<file path="config.mk">
export PLATFORM = sky130hd
export DESIGN_NAME = polyphonic_voice_allocator
export DESIGN_NICKNAME = d
export VERILOG_FILES = /design/src/pva_pkg.sv /design/src/pva_frame.sv /design/src/pva_dpath.sv /design/src/pva_ctrl.sv /design/src/polyphonic_voice_allocator.sv
export SDC_FILE = /design/constraint.sdc
export NUM_CORES = 2
export LEC_CHECK = 0
export ABC_AREA = 0
export BUFFER_PORTS_ARGS = -buffer_cell sky130_fd_sc_hd__buf_2
export CORE_UTILIZATION = 35
export CTS_CLUSTER_SIZE = 10
export DETAILED_ROUTE_END_ITERATION = 12
export GPL_TIMING_DRIVEN = 0
export PLACE_DENSITY = 0.51
export SLEW_MARGIN = 5
export SYNTH_ARGS = -nofsm -noshare
export SYNTH_HDL_FRONTEND = slang
export SYNTH_SLANG_ARGS = --single-unit
</file>
<file path="constraint.sdc">
create_clock -name i_clk -period 9 [get_ports i_clk]
set_clock_uncertainty 0.1 [all_clocks]
set_input_delay 1.35 -clock i_clk [delete_from_list [all_inputs] [get_ports i_clk]]
set_output_delay 1.35 -clock i_clk [all_outputs]
set_load 0.01 [all_outputs]
</file>
<file path="src/pva_pkg.sv">
// ----------------------------------------------------------------------------
// Voice allocator package
// Shared widths, arithmetic constants and controller/datapath interface types.
// ----------------------------------------------------------------------------
package pva_pkg;

    localparam int VOICE_COUNT_DEF  = 8;
    localparam int BLOCK_FRAMES_DEF = 128;

    localparam int NOTE_W    = 7;
    localparam int TIME_W    = 64;
    localparam int AGE_W     = 64;
    localparam int IDX_OUT_W = 3;
    localparam int FRAME_W   = 7;
    localparam int ACT_OUT_W = 4;

    // Frame = floor(d * 441 / 10000000), clamped to the block.
    localparam int FRAME_CAP  = 127;
    localparam int RATE_NUM   = 441;
    localparam int RATE_DEN   = 10000000;
    localparam int DIFF_BOUND = 3000000;
    localparam int DIFF_W     = 22;

    // The frame is taken as (d * RECIP_MUL) >> RECIP_SHIFT, where RECIP_MUL is
    // 441 * 2^45 / 10000000 rounded up. The rounding error stays below one
    // count for every difference under DIFF_BOUND, so the result is exact.
    localparam int RECIP_MUL   = 1551630810;
    localparam int RECIP_SHIFT = 45;
    localparam int PROD_W      = 53;
    localparam int QUO_W       = 8;

    typedef struct packed {
        logic load;
        logic on_commit;
        logic off_emit;
    } t_cmd;

    typedef struct packed {
        logic on;
        logic frame_done;
        logic scan_done;
        logic pend_any;
        logic pend_last;
        logic out_free;
    } t_status;

endpackage

</file>
<file path="src/pva_frame.sv">
// ----------------------------------------------------------------------------
// Frame offset unit
// Converts an event time into a sample offset with one reciprocal multiply,
// registered in the cycle after the time difference is captured.
// ----------------------------------------------------------------------------
module pva_frame #(
    parameter int BLOCK_FRAMES = pva_pkg::BLOCK_FRAMES_DEF
) (
    input  logic                         i_clk,
    input  logic                         i_rst_n,
    input  logic                         i_start,
    input  logic [pva_pkg::TIME_W-1:0]   i_event_time_ns,
    input  logic [pva_pkg::TIME_W-1:0]   i_block_start_ns,
    output logic                         o_done,
    output logic [pva_pkg::FRAME_W-1:0]  o_frame
);

    localparam int FRAME_MAX = ((BLOCK_FRAMES - 1) < pva_pkg::FRAME_CAP) ?
                               (BLOCK_FRAMES - 1) : pva_pkg::FRAME_CAP;

    logic                          r_calc;
    logic                          r_done;
    logic [pva_pkg::TIME_W-1:0]    r_diff;
    logic                          r_le;
    logic                          r_big;
    logic [pva_pkg::QUO_W-1:0]     r_quo;
    logic [pva_pkg::PROD_W-1:0]    w_prod;

    // Only differences below the bound reach the quotient, so 22 bits suffice.
    assign w_prod = pva_pkg::PROD_W'(r_diff[pva_pkg::DIFF_W-1:0]) *
                    pva_pkg::PROD_W'(pva_pkg::RECIP_MUL);

    always_ff @(posedge i_clk) begin
        if (!i_rst_n) begin
            r_calc <= 1'b0;
            r_done <= 1'b0;
        end else if (i_start) begin
            r_calc <= 1'b1;
            r_done <= 1'b0;
        end else if (r_calc) begin
            r_calc <= 1'b0;
            r_done <= 1'b1;
        end
    end

    always_ff @(posedge i_clk) begin
        if (i_start) begin
            r_diff <= i_event_time_ns - i_block_start_ns;
            r_le   <= (i_event_time_ns <= i_block_start_ns);
        end else if (r_calc) begin
            r_big <= (r_diff >= pva_pkg::TIME_W'(pva_pkg::DIFF_BOUND));
            r_quo <= w_prod[pva_pkg::PROD_W-1:pva_pkg::RECIP_SHIFT];
        end
    end

    always_comb begin
        if (r_le) begin
            o_frame = '0;
        end else if (r_big || (r_quo > pva_pkg::QUO_W'(FRAME_MAX))) begin
            o_frame = pva_pkg::FRAME_W'(FRAME_MAX);
        end else begin
            o_frame = r_quo[pva_pkg::FRAME_W-1:0];
        end
    end

    assign o_done = r_done;

endmodule

</file>
<file path="src/pva_dpath.sv">
// ----------------------------------------------------------------------------
// Voice allocator datapath
// Voice table, age memory with oldest-voice scan, release queue and the
// registered result stage.
// ----------------------------------------------------------------------------
module pva_dpath #(
    parameter int VOICE_COUNT  = pva_pkg::VOICE_COUNT_DEF,
    parameter int BLOCK_FRAMES = pva_pkg::BLOCK_FRAMES_DEF
) (
    input  logic                           i_clk,
    input  logic                           i_rst_n,
    input  pva_pkg::t_cmd                  i_cmd,
    output pva_pkg::t_status               o_status,
    input  logic                           i_note_on,
    input  logic [pva_pkg::NOTE_W-1:0]     i_note_number,
    input  logic [pva_pkg::TIME_W-1:0]     i_event_time_ns,
    input  logic [pva_pkg::TIME_W-1:0]     i_block_start_ns,
    input  logic                           i_out_stall,
    output logic                           o_out_valid,
    output logic [pva_pkg::IDX_OUT_W-1:0]  o_voice_index,
    output logic [pva_pkg::NOTE_W-1:0]     o_voice_note,
    output logic                           o_gate,
    output logic [pva_pkg::FRAME_W-1:0]    o_frame_offset,
    output logic [pva_pkg::ACT_OUT_W-1:0]  o_active_voices,
    output logic                           o_last_result
);

    localparam int IDX_W = $clog2(VOICE_COUNT);
    localparam int CNT_W = $clog2(VOICE_COUNT + 1);

    logic [pva_pkg::FRAME_W-1:0]   w_frame;
    logic                          w_frame_done;

    logic                          r_on;
    logic [pva_pkg::NOTE_W-1:0]    r_in_note;

    logic [VOICE_COUNT-1:0]        r_active;
    logic [pva_pkg::NOTE_W-1:0]    r_note [VOICE_COUNT];
    logic [pva_pkg::AGE_W-1:0]     r_age_mem [VOICE_COUNT];
    logic [pva_pkg::AGE_W-1:0]     r_next_age;
    logic [CNT_W-1:0]              r_count;

    logic                          r_scan_busy;
    logic [IDX_W-1:0]              r_scan_idx;
    logic                          r_cmp_vld;
    logic [IDX_W-1:0]              r_cmp_idx;
    logic [pva_pkg::AGE_W-1:0]     r_rd_age;
    logic [IDX_W-1:0]              r_best_idx;
    logic [pva_pkg::AGE_W-1:0]     r_best_age;
    logic                          r_scan_done;

    logic [VOICE_COUNT-1:0]        r_pend;

    logic                          r_o_valid;
    logic [pva_pkg::IDX_OUT_W-1:0] r_o_index;
    logic [pva_pkg::NOTE_W-1:0]    r_o_note;
    logic                          r_o_gate;
    logic [pva_pkg::FRAME_W-1:0]   r_o_frame;
    logic [pva_pkg::ACT_OUT_W-1:0] r_o_active;
    logic                          r_o_last;

    logic [VOICE_COUNT-1:0]        w_match_in;
    logic                          w_any_free;
    logic [IDX_W-1:0]              w_free_idx;
    logic [IDX_W-1:0]              w_pick;
    logic [VOICE_COUNT-1:0]        w_low;
    logic [VOICE_COUNT-1:0]        w_rest;
    logic [IDX_W-1:0]              w_low_idx;
    logic                          w_pend_last;
    logic [CNT_W-1:0]              w_cnt_on;
    logic [CNT_W-1:0]              w_cnt_off;

    pva_frame #(
        .BLOCK_FRAMES (BLOCK_FRAMES)
    ) u_frame (
        .i_clk            (i_clk),
        .i_rst_n          (i_rst_n),
        .i_start          (i_cmd.load),
        .i_event_time_ns  (i_event_time_ns),
        .i_block_start_ns (i_block_start_ns),
        .o_done           (w_frame_done),
        .o_frame          (w_frame)
    );

    always_comb begin
        w_any_free = ~&r_active;
        w_free_idx = '0;
        for (int i = VOICE_COUNT - 1; i >= 0; i--) begin
            if (!r_active[i]) begin
                w_free_idx = IDX_W'(i);
            end
        end
        for (int i = 0; i < VOICE_COUNT; i++) begin
            w_match_in[i] = r_active[i] && (r_note[i] == i_note_number);
        end
    end

    assign w_pick = w_any_free ? w_free_idx : r_best_idx;

    // Releases go out lowest voice first; the final one has nothing left.
    assign w_low       = r_pend & (~r_pend + 1'b1);
    assign w_rest      = r_pend & ~w_low;
    assign w_pend_last = (w_rest == '0);

    always_comb begin
        w_low_idx = '0;
        for (int i = 0; i < VOICE_COUNT; i++) begin
            if (w_low[i]) begin
                w_low_idx = IDX_W'(i);
            end
        end
    end

    assign w_cnt_on  = w_any_free ? (r_count + 1'b1) : r_count;
    assign w_cnt_off = (r_count != '0) ? (r_count - 1'b1) : r_count;

    // Item capture and voice notes.
    always_ff @(posedge i_clk) begin
        if (i_cmd.load) begin
            r_on      <= i_note_on;
            r_in_note <= i_note_number;
            r_pend    <= i_note_on ? '0 : w_match_in;
        end else if (i_cmd.off_emit) begin
            r_pend <= w_rest;
        end
        if (i_cmd.on_commit) begin
            r_note[w_pick] <= r_in_note;
        end
    end

    // Age memory: one write port for the stamp, one registered read port
    // for the scan. Entries are written before the scan can reach them.
    always_ff @(posedge i_clk) begin
        if (i_cmd.on_commit) begin
            r_age_mem[w_pick] <= r_next_age;
        end
        r_rd_age <= r_age_mem[r_scan_idx];
    end

    always_ff @(posedge i_clk) begin
        if (!i_rst_n) begin
            r_active   <= '0;
            r_next_age <= pva_pkg::AGE_W'(1);
            r_count    <= '0;
        end else if (i_cmd.on_commit) begin
            r_active[w_pick] <= 1'b1;
            r_next_age       <= r_next_age + 1'b1;
            r_count          <= w_cnt_on;
        end else if (i_cmd.off_emit) begin
            r_active[w_low_idx] <= 1'b0;
            r_count             <= w_cnt_off;
        end
    end

    always_ff @(posedge i_clk) begin
        if (!i_rst_n) begin
            r_scan_busy <= 1'b0;
            r_cmp_vld   <= 1'b0;
            r_scan_done <= 1'b0;
            r_scan_idx  <= '0;
        end else if (i_cmd.load) begin
            r_scan_busy <= i_note_on;
            r_cmp_vld   <= 1'b0;
            r_scan_done <= !i_note_on;
            r_scan_idx  <= '0;
        end else begin
            r_cmp_vld <= r_scan_busy;
            if (r_scan_busy) begin
                if (r_scan_idx == IDX_W'(VOICE_COUNT - 1)) begin
                    r_scan_busy <= 1'b0;
                end else begin
                    r_scan_idx <= r_scan_idx + 1'b1;
                end
            end
            if (r_cmp_vld && (r_cmp_idx == IDX_W'(VOICE_COUNT - 1))) begin
                r_scan_done <= 1'b1;
            end
        end
    end

    // Strict less-than keeps the lowest index on equal ages.
    always_ff @(posedge i_clk) begin
        r_cmp_idx <= r_scan_idx;
        if (r_cmp_vld) begin
            if ((r_cmp_idx == '0) || (r_rd_age < r_best_age)) begin
                r_best_idx <= r_cmp_idx;
                r_best_age <= r_rd_age;
            end
        end
    end

    always_ff @(posedge i_clk) begin
        if (!i_rst_n) begin
            r_o_valid <= 1'b0;
        end else if (i_cmd.on_commit || i_cmd.off_emit) begin
            r_o_valid <= 1'b1;
        end else if (!i_out_stall) begin
            r_o_valid <= 1'b0;
        end
    end

    always_ff @(posedge i_clk) begin
        if (i_cmd.on_commit) begin
            r_o_index  <= pva_pkg::IDX_OUT_W'(w_pick);
            r_o_note   <= r_in_note;
            r_o_gate   <= 1'b1;
            r_o_frame  <= w_frame;
            r_o_active <= pva_pkg::ACT_OUT_W'(w_cnt_on);
            r_o_last   <= 1'b1;
        end else if (i_cmd.off_emit) begin
            r_o_index  <= pva_pkg::IDX_OUT_W'(w_low_idx);
            r_o_note   <= r_in_note;
            r_o_gate   <= 1'b0;
            r_o_frame  <= w_frame;
            r_o_active <= pva_pkg::ACT_OUT_W'(w_cnt_off);
            r_o_last   <= w_pend_last;
        end
    end

    assign o_status.on         = r_on;
    assign o_status.frame_done = w_frame_done;
    assign o_status.scan_done  = r_scan_done;
    assign o_status.pend_any   = (r_pend != '0);
    assign o_status.pend_last  = w_pend_last;
    assign o_status.out_free   = !r_o_valid || !i_out_stall;

    assign o_out_valid     = r_o_valid;
    assign o_voice_index   = r_o_index;
    assign o_voice_note    = r_o_note;
    assign o_gate          = r_o_gate;
    assign o_frame_offset  = r_o_frame;
    assign o_active_voices = r_o_active;
    assign o_last_result   = r_o_last;

`ifndef SYNTHESIS
    a_count_matches: assert property (@(posedge i_clk) disable iff (!i_rst_n)
        r_count == CNT_W'($countones(r_active)))
        else $error("active count disagrees with active voices");

    a_emit_has_pend: assert property (@(posedge i_clk) disable iff (!i_rst_n)
        i_cmd.off_emit |-> (r_pend != '0))
        else $error("release issued with no matching voice left");

    a_commit_result: assert property (@(posedge i_clk) disable iff (!i_rst_n)
        i_cmd.on_commit |=> (r_o_valid && r_o_gate))
        else $error("note-on commit did not produce a gate-high result");

    a_no_overwrite: assert property (@(posedge i_clk) disable iff (!i_rst_n)
        (i_cmd.on_commit || i_cmd.off_emit) |-> (!r_o_valid || !i_out_stall))
        else $error("result register overwritten while stalled");
`endif

endmodule

</file>
<file path="src/pva_ctrl.sv">
// ----------------------------------------------------------------------------
// Voice allocator controller
// Sequences capture, frame and age scan completion, and result issue.
// ----------------------------------------------------------------------------
module pva_ctrl (
    input  logic              i_clk,
    input  logic              i_rst_n,
    input  logic              i_in_valid,
    output logic              o_in_stall,
    input  pva_pkg::t_status  i_status,
    output pva_pkg::t_cmd     o_cmd
);

    typedef enum logic [3:0] {
        S_IDLE    = 4'b0001,
        S_WAIT    = 4'b0010,
        S_ON_OUT  = 4'b0100,
        S_OFF_OUT = 4'b1000
    } t_state;

    t_state r_state;
    t_state n_state;

    always_ff @(posedge i_clk) begin
        if (!i_rst_n) begin
            r_state <= S_IDLE;
        end else begin
            r_state <= n_state;
        end
    end

    always_comb begin
        n_state         = r_state;
        o_cmd.load      = 1'b0;
        o_cmd.on_commit = 1'b0;
        o_cmd.off_emit  = 1'b0;
        case (r_state)
            S_IDLE: begin
                if (i_in_valid) begin
                    o_cmd.load = 1'b1;
                    n_state    = S_WAIT;
                end
            end
            S_WAIT: begin
                if (i_status.frame_done && i_status.scan_done) begin
                    if (i_status.on) begin
                        n_state = S_ON_OUT;
                    end else if (i_status.pend_any) begin
                        n_state = S_OFF_OUT;
                    end else begin
                        n_state = S_IDLE;
                    end
                end
            end
            S_ON_OUT: begin
                if (i_status.out_free) begin
                    o_cmd.on_commit = 1'b1;
                    n_state         = S_IDLE;
                end
            end
            S_OFF_OUT: begin
                if (i_status.out_free) begin
                    o_cmd.off_emit = 1'b1;
                    if (i_status.pend_last) begin
                        n_state = S_IDLE;
                    end
                end
            end
            default: begin
                n_state = S_IDLE;
            end
        endcase
    end

    assign o_in_stall = (r_state != S_IDLE);

endmodule

</file>
<file path="src/polyphonic_voice_allocator.sv">
// A note-on result is registered once the age scan, which reads one voice a cycle,
// has covered every voice; a note-off's first release is registered once the frame
// multiply is done. Results wait while the output is stalled. The input is stalled
// until an item is done, so no new item is taken before that. Note-off: one release
// per cycle while the output is not stalled; a note-off with no match is done with the frame.
// Reset (synchronous, active low) marks all voices inactive, sets the age stamp
// to one and the active count to zero; no clearing pass is needed.
// ----------------------------------------------------------------------------
// Polyphonic voice allocator
// Assigns note-on events to the lowest free voice or steals the oldest, and
// releases every voice holding the note of a note-off event.
// ----------------------------------------------------------------------------
module polyphonic_voice_allocator #(
    parameter int VOICE_COUNT  = pva_pkg::VOICE_COUNT_DEF,
    parameter int BLOCK_FRAMES = pva_pkg::BLOCK_FRAMES_DEF
) (
    input  logic                           i_clk,
    input  logic                           i_rst_n,
    input  logic                           i_in_valid,
    output logic                           o_in_stall,
    input  logic                           i_note_on,
    input  logic [pva_pkg::NOTE_W-1:0]     i_note_number,
    input  logic [pva_pkg::TIME_W-1:0]     i_event_time_ns,
    input  logic [pva_pkg::TIME_W-1:0]     i_block_start_ns,
    output logic                           o_out_valid,
    input  logic                           i_out_stall,
    output logic [pva_pkg::IDX_OUT_W-1:0]  o_voice_index,
    output logic [pva_pkg::NOTE_W-1:0]     o_voice_note,
    output logic                           o_gate,
    output logic [pva_pkg::FRAME_W-1:0]    o_frame_offset,
    output logic [pva_pkg::ACT_OUT_W-1:0]  o_active_voices,
    output logic                           o_last_result
);

    pva_pkg::t_cmd    w_cmd;
    pva_pkg::t_status w_status;

    pva_ctrl u_ctrl (
        .i_clk      (i_clk),
        .i_rst_n    (i_rst_n),
        .i_in_valid (i_in_valid),
        .o_in_stall (o_in_stall),
        .i_status   (w_status),
        .o_cmd      (w_cmd)
    );

    pva_dpath #(
        .VOICE_COUNT  (VOICE_COUNT),
        .BLOCK_FRAMES (BLOCK_FRAMES)
    ) u_dpath (
        .i_clk            (i_clk),
        .i_rst_n          (i_rst_n),
        .i_cmd            (w_cmd),
        .o_status         (w_status),
        .i_note_on        (i_note_on),
        .i_note_number    (i_note_number),
        .i_event_time_ns  (i_event_time_ns),
        .i_block_start_ns (i_block_start_ns),
        .i_out_stall      (i_out_stall),
        .o_out_valid      (o_out_valid),
        .o_voice_index    (o_voice_index),
        .o_voice_note     (o_voice_note),
        .o_gate           (o_gate),
        .o_frame_offset   (o_frame_offset),
        .o_active_voices  (o_active_voices),
        .o_last_result    (o_last_result)
    );

endmodule
</file>
## After elaboration in Yosys (flattened, before gate mapping)

Memories as Yosys holds them, arrays and structs flattened. A register that Yosys moved wholly into a read port is not among the register bits.
Cells that the tools add are included.
Widths: inputs -> output; s select.

- Register bits after elaboration: 272
- Bits in latches: 0
- RAM bits: 568
- Bits in read-only memories: 0
- Input port bits: 140
- Output and inout port bits: 25
- Word-level logic and storage cells: 167
- Memories: 2

- $add $sub $neg: 6
- $mul: 1
- Div/mod/pow operators: 0
- $lt $le $gt $ge: 8
- Equal/unequal tests: 21
- Shift operators: 0
- Mux-type cells: 60
- Bitwise gates (word level): 10
- Reductions and logical operators: 32

Memories:

| memory | depth | width | read ports | clocked after Yosys merged registers in | write ports | RTL line | text |
|---|---|---|---|---|---|---|---|
| u_dpath.r_age_mem | 8 | 64 | 1 | 1 | 1 | pva_dpath.sv:39 | `logic [pva_pkg::AGE_W-1:0] r_age_mem [VOICE_COUNT];` |
| u_dpath.r_note | 8 | 7 | 8 | 0 | 1 | pva_dpath.sv:38 | `logic [pva_pkg::NOTE_W-1:0] r_note [VOICE_COUNT];` |

Operators by type and width:

| operator | count |
|---|---|
| $add 64x1->64 const B | 1 |
| $ge 64x22->1 const B | 1 |
| $le 64x64->1 | 1 |
| $lt 64x64->1 | 1 |
| $sub 64x64->64 | 1 |
| $eq 7x7->1 | 8 |
| $mul 22x30->52 const B | 1 |
| $mux 3 | 15 |
| $mux 4 | 11 |
| $mux 7 | 6 |
| $mux 8 | 5 |
| $and 8x8->8 | 3 |
| $not 8->8 | 3 |
| $mux 1 | 18 |
| $pmux 4 s4 | 1 |
| $logic_and 1x1->1 | 12 |
| $ne 2x1->1 const B | 5 |
| $add 8x1->8 const B | 1 |
| $gt 8x7->1 const B | 1 |
| $logic_not 8->1 | 1 |
| $lt 3x4->1 const B | 2 |
| $or 8x8->8 | 1 |
| $reduce_and 8->1 | 1 |
| $reduce_bool 8->1 | 1 |
| 22 further kinds | 37 |

## Depth between registers and ports, before layout

- Depth in word-level cells: 18
- Gate-level depth with buffers: 25
- Gate-level depth less buffers: 25

## Hierarchy

Synthesis repeated with hierarchy kept, for this count alone.

- Cells, all modules: 3,493
- Area total of the unflattened synthesis: 47,997.3 µm²

By module, submodules not included:

| module | times used | cells each | area each (µm²) | sequential area each (µm²) |
|---|---|---|---|---|
| pva_dpath | 1 | 1,812 | 31,853.0 | 23,222.3 |
| pva_frame | 1 | 1,650 | 15,867.7 | 2,262.2 |
| pva_ctrl | 1 | 31 | 276.5 | 80.1 |

## Worst setup path before layout

No wires, ideal clock.

- Kind: flip-flop to flip-flop
- Start point: register u_dpath.r_best_age[25] (netlist bit)
- End point: register u_dpath.r_best_age[0] (netlist bit) (enable)
- Library setup time: 0.588 ns
- Arrival time: 6.985 ns
- Data required time: 8.312 ns
- Slack: 1.327 ns
- Stages on the path, launching flop included: 12
- Buffers on the path: 0
- Clock period less this slack: 7.673 ns
- Cells stage by stage: edfxtp_1 -> inv_1 -> ha_1 -> a21o_1 -> a21o_1 -> a21o_1 -> a21o_1 -> a21o_1 -> a21oi_1 -> nor2_1 -> or4_1 -> nor3b_1

- Longest elaborated chain between the ends: 3

Ends and longest elaborated chain:

| what | RTL line | text |
|---|---|---|
| from (decl) | pva_dpath.sv:49 | `logic [pva_pkg::AGE_W-1:0] r_best_age;` |
| from (signal assigned) | pva_dpath.sv:187 | `r_best_age <= r_rd_age;` |
| $lt 64x64->1 | pva_dpath.sv:185 | `if ((r_cmp_idx == '0) \|\| (r_rd_age < r_best_age)) begin` |
| $logic_or 1x1->1 | pva_dpath.sv:185 |  |
| $reduce_and 2->1 (no line) | -- |  |

No other way between the ends.
A chain may end at the register's enable or synchronous reset.

## Worst setup path in the final report

- Start point: register u_dpath.u_frame.r_diff[20] (netlist bit)
- End point: register u_dpath.u_frame.r_quo[7] (netlist bit), data pin

- Longest elaborated chain between the ends: 1

Ends and longest elaborated chain:

| what | RTL line | text |
|---|---|---|
| from (decl) | pva_frame.sv:23 | `logic [pva_pkg::TIME_W-1:0] r_diff;` |
| from (signal assigned) | pva_frame.sv:48 | `r_diff <= i_event_time_ns - i_block_start_ns;` |
| $mul 22x30->52 | pva_frame.sv:30 | `assign w_prod = pva_pkg::PROD_W'(r_diff[pva_pkg::DIFF_W-1:0]) *` |
| named net u_dpath.u_frame.w_prod, one bit | pva_frame.sv:27 | `logic [pva_pkg::PROD_W-1:0] w_prod;` |
| to (signal assigned) | pva_frame.sv:52 | `r_quo <= w_prod[pva_pkg::PROD_W-1:pva_pkg::RECIP_SHIFT];` |
| to (decl) | pva_frame.sv:26 | `logic [pva_pkg::QUO_W-1:0] r_quo;` |

The timed path passes the listed nets, and every way through them passes these cells.

==> impl_metrics.json <==
{
  "ys.flop_type": "edfxtp_1",
  "drt-total-wl_mm": 115,
  "outcome": "complete, no violations",
  "place_worst_setup_slack_ps": 314,
  "intPower_w": 0.0121,
  "ios": 165,
  "grt_pass1_vias": 28800,
  "setup.worst_path.start": "u_dpath.u_frame.r_diff[20]",
  "finalInstanceArea_um2": 54800,
  "hpwl_mm": 84.4,
  "finalSetupViolCount": 0,
  "clockBufferDepth": 3,
  "dr.pass1.iters": 5,
  "min_from": "u_dpath.r_scan_idx[0]",
  "fillers": 12700,
  "startpoint_type": "register",
  "core.rowCount": 135,
  "combPwrFrac": 0.588,
  "clockRootBuffer": "clkbuf_16",
  "avgViaCountPerCell": 4.89,
  "drc": 0,
  "drtAntennaViolNets": 0,
  "grt_most_used_layer": "met2",
  "place_area_um2": 51700,
  "slowest_delay_ps": 930,
  "end_kind": "register",
  "critPathTopFamily": "adder cells",
  "grtUsageMet2": 0.284,
  "wire_per_inst_um": 20.2,
  "synth_warnings": 0,
  "ys_ff_latch": 904,
  "report.final.slew_viol_count": 0,
  "htreeDepth": 3,
  "fin_cells": 5670,
  "core-area_um2": 135000,
  "drive_gt1_frac": 0.141,
  "clkTransAtPathRegs_ps": 60,
  "worstSetupPathType": "register to register",
  "vias": 27700,
  "drt_iter0_markers": 1782,
  "rsz0062_at_grt": "no",
  "p_sw_w": 0.00889,
  "cap_viol_max_count": 0,
  "cp.required_ps": 9310,
  "die-area_um2": 138000,
  "die_w_um": 372,
  "cts_buffers": 103,
  "peakVddDrop_mv": 0.575,
  "die-height_um": 372,
  "slew_headroom": 0.226,
  "fin_util": 0.405,
  "p_leak_nw": 21.2,
  "syn_inst": 3491,
  "worstHoldEndpoint": "u_dpath.r_cmp_idx[0]",
  "crit_path_max_fanout": 8,
  "area_growth_syn_to_layout_pct": 14.6,
  "worst_slew_pin_slew_ps": 1150,
  "multiInputGateArea_um2": 20200,
  "grtUsageMet3": 0.0239,
  "avgSynthCellArea_um2": 13.7,
  "timing.final.ws_setup_ps": 599,
  "synth_nets": 4237,
  "start_util": 0.353,
  "power_density_nw_per_um2": 382,
  "p_clk_frac": 0.186,
  "power_frac_seq": 0.227,
  "grt.total_usage": 0.168,
  "r2r_start": "u_dpath.u_frame.r_diff[20]",
  "p_total_w": 0.0210,
  "hp-class": "register to register",
  "async_flop_share": 0,
  "cts_tree": "done",
  "grt_max_degree": 44,
  "cp_num_buf_inv": 6,
  "final.min_clock_period_ps": 8400,
  "regArea_um2": 25600,
  "p_sw_frac": 0.424,
  "slowest_stage": "a2111oi_0",
  "post-route-period-util": 0.933,
  "rrSetupSlack_ps": 600,
  "synth_cell_types": 89,
  "antenna_found_initial": 11,
  "synth_edf_count": 746,
  "syn-cell-area_um2": 47800,
  "worstPathCellList": "inv_1 > ha_1 > inv_1 > ha_1 > xnor2_1 > fa_1 > fa_1 > inv_1 > fa_1 > inv_1 > fa_1 > inv_1 > fa_1 > inv_1 > ha_1 > a21oi_1 > o22ai_1 > a2111oi_0 > o211ai_1 > a221oi_2 > o21ai_0 > nor4_1 > nor3_1 > xnor2_1",
  "portBuffers": 163,
  "arrival_ps": 8710,
  "hold_path_depth": 0,
  "globalRouteOverflowTotal": 0,
  "crit_path_frequent_cell": "inv_1",
  "hold_viol_final": 0,
  "placed_cells": 5470,
  "met1_usage": 0.225,
  "cts.sinks": 904,
  "grt_first_pass_wirelength_mm": 175,
  "place_congestion": 0.897,
  "nets": 4540,
  "yosysSeqAreaShare": 0.534,
  "r2r-end": "u_dpath.u_frame.r_quo[7]",
  "r2r_cells": 24,
  "max_freq_mhz": 119,
  "insertion_delay_ps": 730
}
[metal layers]
layer  part of all wire  up-vias
li1                   -    13200
met1               0.46    13900
met2               0.49      430
met3              0.035      148
met4              0.022        6
met5            0.00026        -
[area by class of cell]
cell class                      count  area share
Timing Repair Buffer              198      0.0278
Sequential cell                   904       0.466
Multi-Input combinational cell   2014       0.368
Tap cell                         1781      0.0406
Clock buffer                      183      0.0530
Clock inverter                     11     0.00422
Buffer                             84     0.00639
Antenna cell                        6    0.000274
Inverter                          489      0.0336
[synthesized netlist by cell type (17+ instances only)]
cell type	n	area [µm²]
a21oi_1	128	641
dfxtp_1	158	3160
nand4_1	65	407
edfxtp_1	746	22400
o21a_1	17	128
mux2_2	64	721
clkbuf_1	56	210
xor2_1	94	823
nand2_1	128	480
mux4_2	128	2880
inv_1	487	1830
a21o_1	78	586
nand3_1	54	270
xnor2_1	96	841
fa_1	200	4000
nor3_1	25	125
and3_1	25	156
buf_1	21	78.8
nor2_1	191	717
nor4_1	30	188
o21ai_0	73	365
o211ai_1	17	128
ha_1	406	5080
[sequential cells by signal, indices dropped and copies added (netlist names), 3 cells and up]
signal	flops
u_dpath.o_frame_offset	7
u_ctrl.r_state	4
u_dpath.r_age_mem	512
u_dpath.r_cmp_idx	3
u_dpath.r_best_idx	3
u_dpath.u_frame.r_diff	64
u_dpath.r_next_age	64
u_dpath.o_voice_note	7
u_dpath.r_rd_age	64
u_dpath.o_voice_index	3
u_dpath.r_pend	8
u_dpath.r_note	56
u_dpath.r_scan_idx	3
u_dpath.r_active	8
u_dpath.r_best_age	64
u_dpath.r_in_note	7
u_dpath.u_frame.r_quo	8
u_dpath.o_active_voices	4
u_dpath.r_count	4
[cell families after synthesis]
logic type / count (synthesis) / share of synthesized area
buffers and inverters: 573 / 0.0457
flip-flops: 904 / 0.534
AND/OR/NAND/NOR: 609 / 0.0629
XOR/XNOR: 190 / 0.0348
adder cells (fa/ha/maj): 608 / 0.190
AO/OA/AOI/OAI: 410 / 0.0556
multiplexers: 197 / 0.0764
[layout by cell type, fill, tap and decap left out, types with 64 or more instances in the layout]
cell type | synthesis | final
fa_1 | 200 | 200
buf_2 | 3 | 166
xnor2_1 | 96 | 96
o21ai_0 | 73 | 73
a21o_1 | 78 | 78
clkbuf_16 | 0 | 103
mux4_2 | 128 | 128
ha_1 | 406 | 406
nand2_1 | 128 | 128
inv_1 | 487 | 485
nor2_1 | 191 | 184
edfxtp_1 | 746 | 746
a21oi_1 | 128 | 128
mux2_2 | 64 | 64
clkbuf_1 | 56 | 133
xor2_1 | 94 | 94
nand4_1 | 65 | 65
dfxtp_1 | 158 | 158
[metrics by stage]
stage          TNS, ps  hold WS, ps
6_report             0          289
5_1_grt              0          290
4_1_cts              0          275
3_5_place_dp         0          314
3_3_place_gp   -687380          305
2_1_floorplan        0          266
[power by group through the flow]
stage,Combinational (W),Sequential [W],Clock [W]
2_1_floorplan,0.00910,0.00480,0
3_3_place_gp,0.0123,0.00485,0
3_5_place_dp,0.0123,0.00484,0
4_1_cts,0.0125,0.00476,0.00400
5_1_grt,0.0144,0.00476,0.00416
6_report,0.0123,0.00475,0.00389
[what timing repair did]
item | 4_1_cts | 5_1_grt
endpoints found under the setup margin | 0 | 2
hold buffers | 0 | 0
setup buffers | 0 | 0
resized for setup | 0 | 1
[worst max-delay path by stage]
stage	to	slack (ps)	cells after the start
after floorplan	u_dpath.r_best_age[0]	1330	11
after global placement	u_dpath.r_best_age[20]	-3800	11
after detailed placement	u_dpath.u_frame.r_quo[7]	310	24
after CTS	u_dpath.u_frame.r_quo[7]	250	24
after global routing	u_dpath.u_frame.r_quo[7]	240	24
final	u_dpath.u_frame.r_quo[7]	600	24
(Power assumes the default switching activity.)
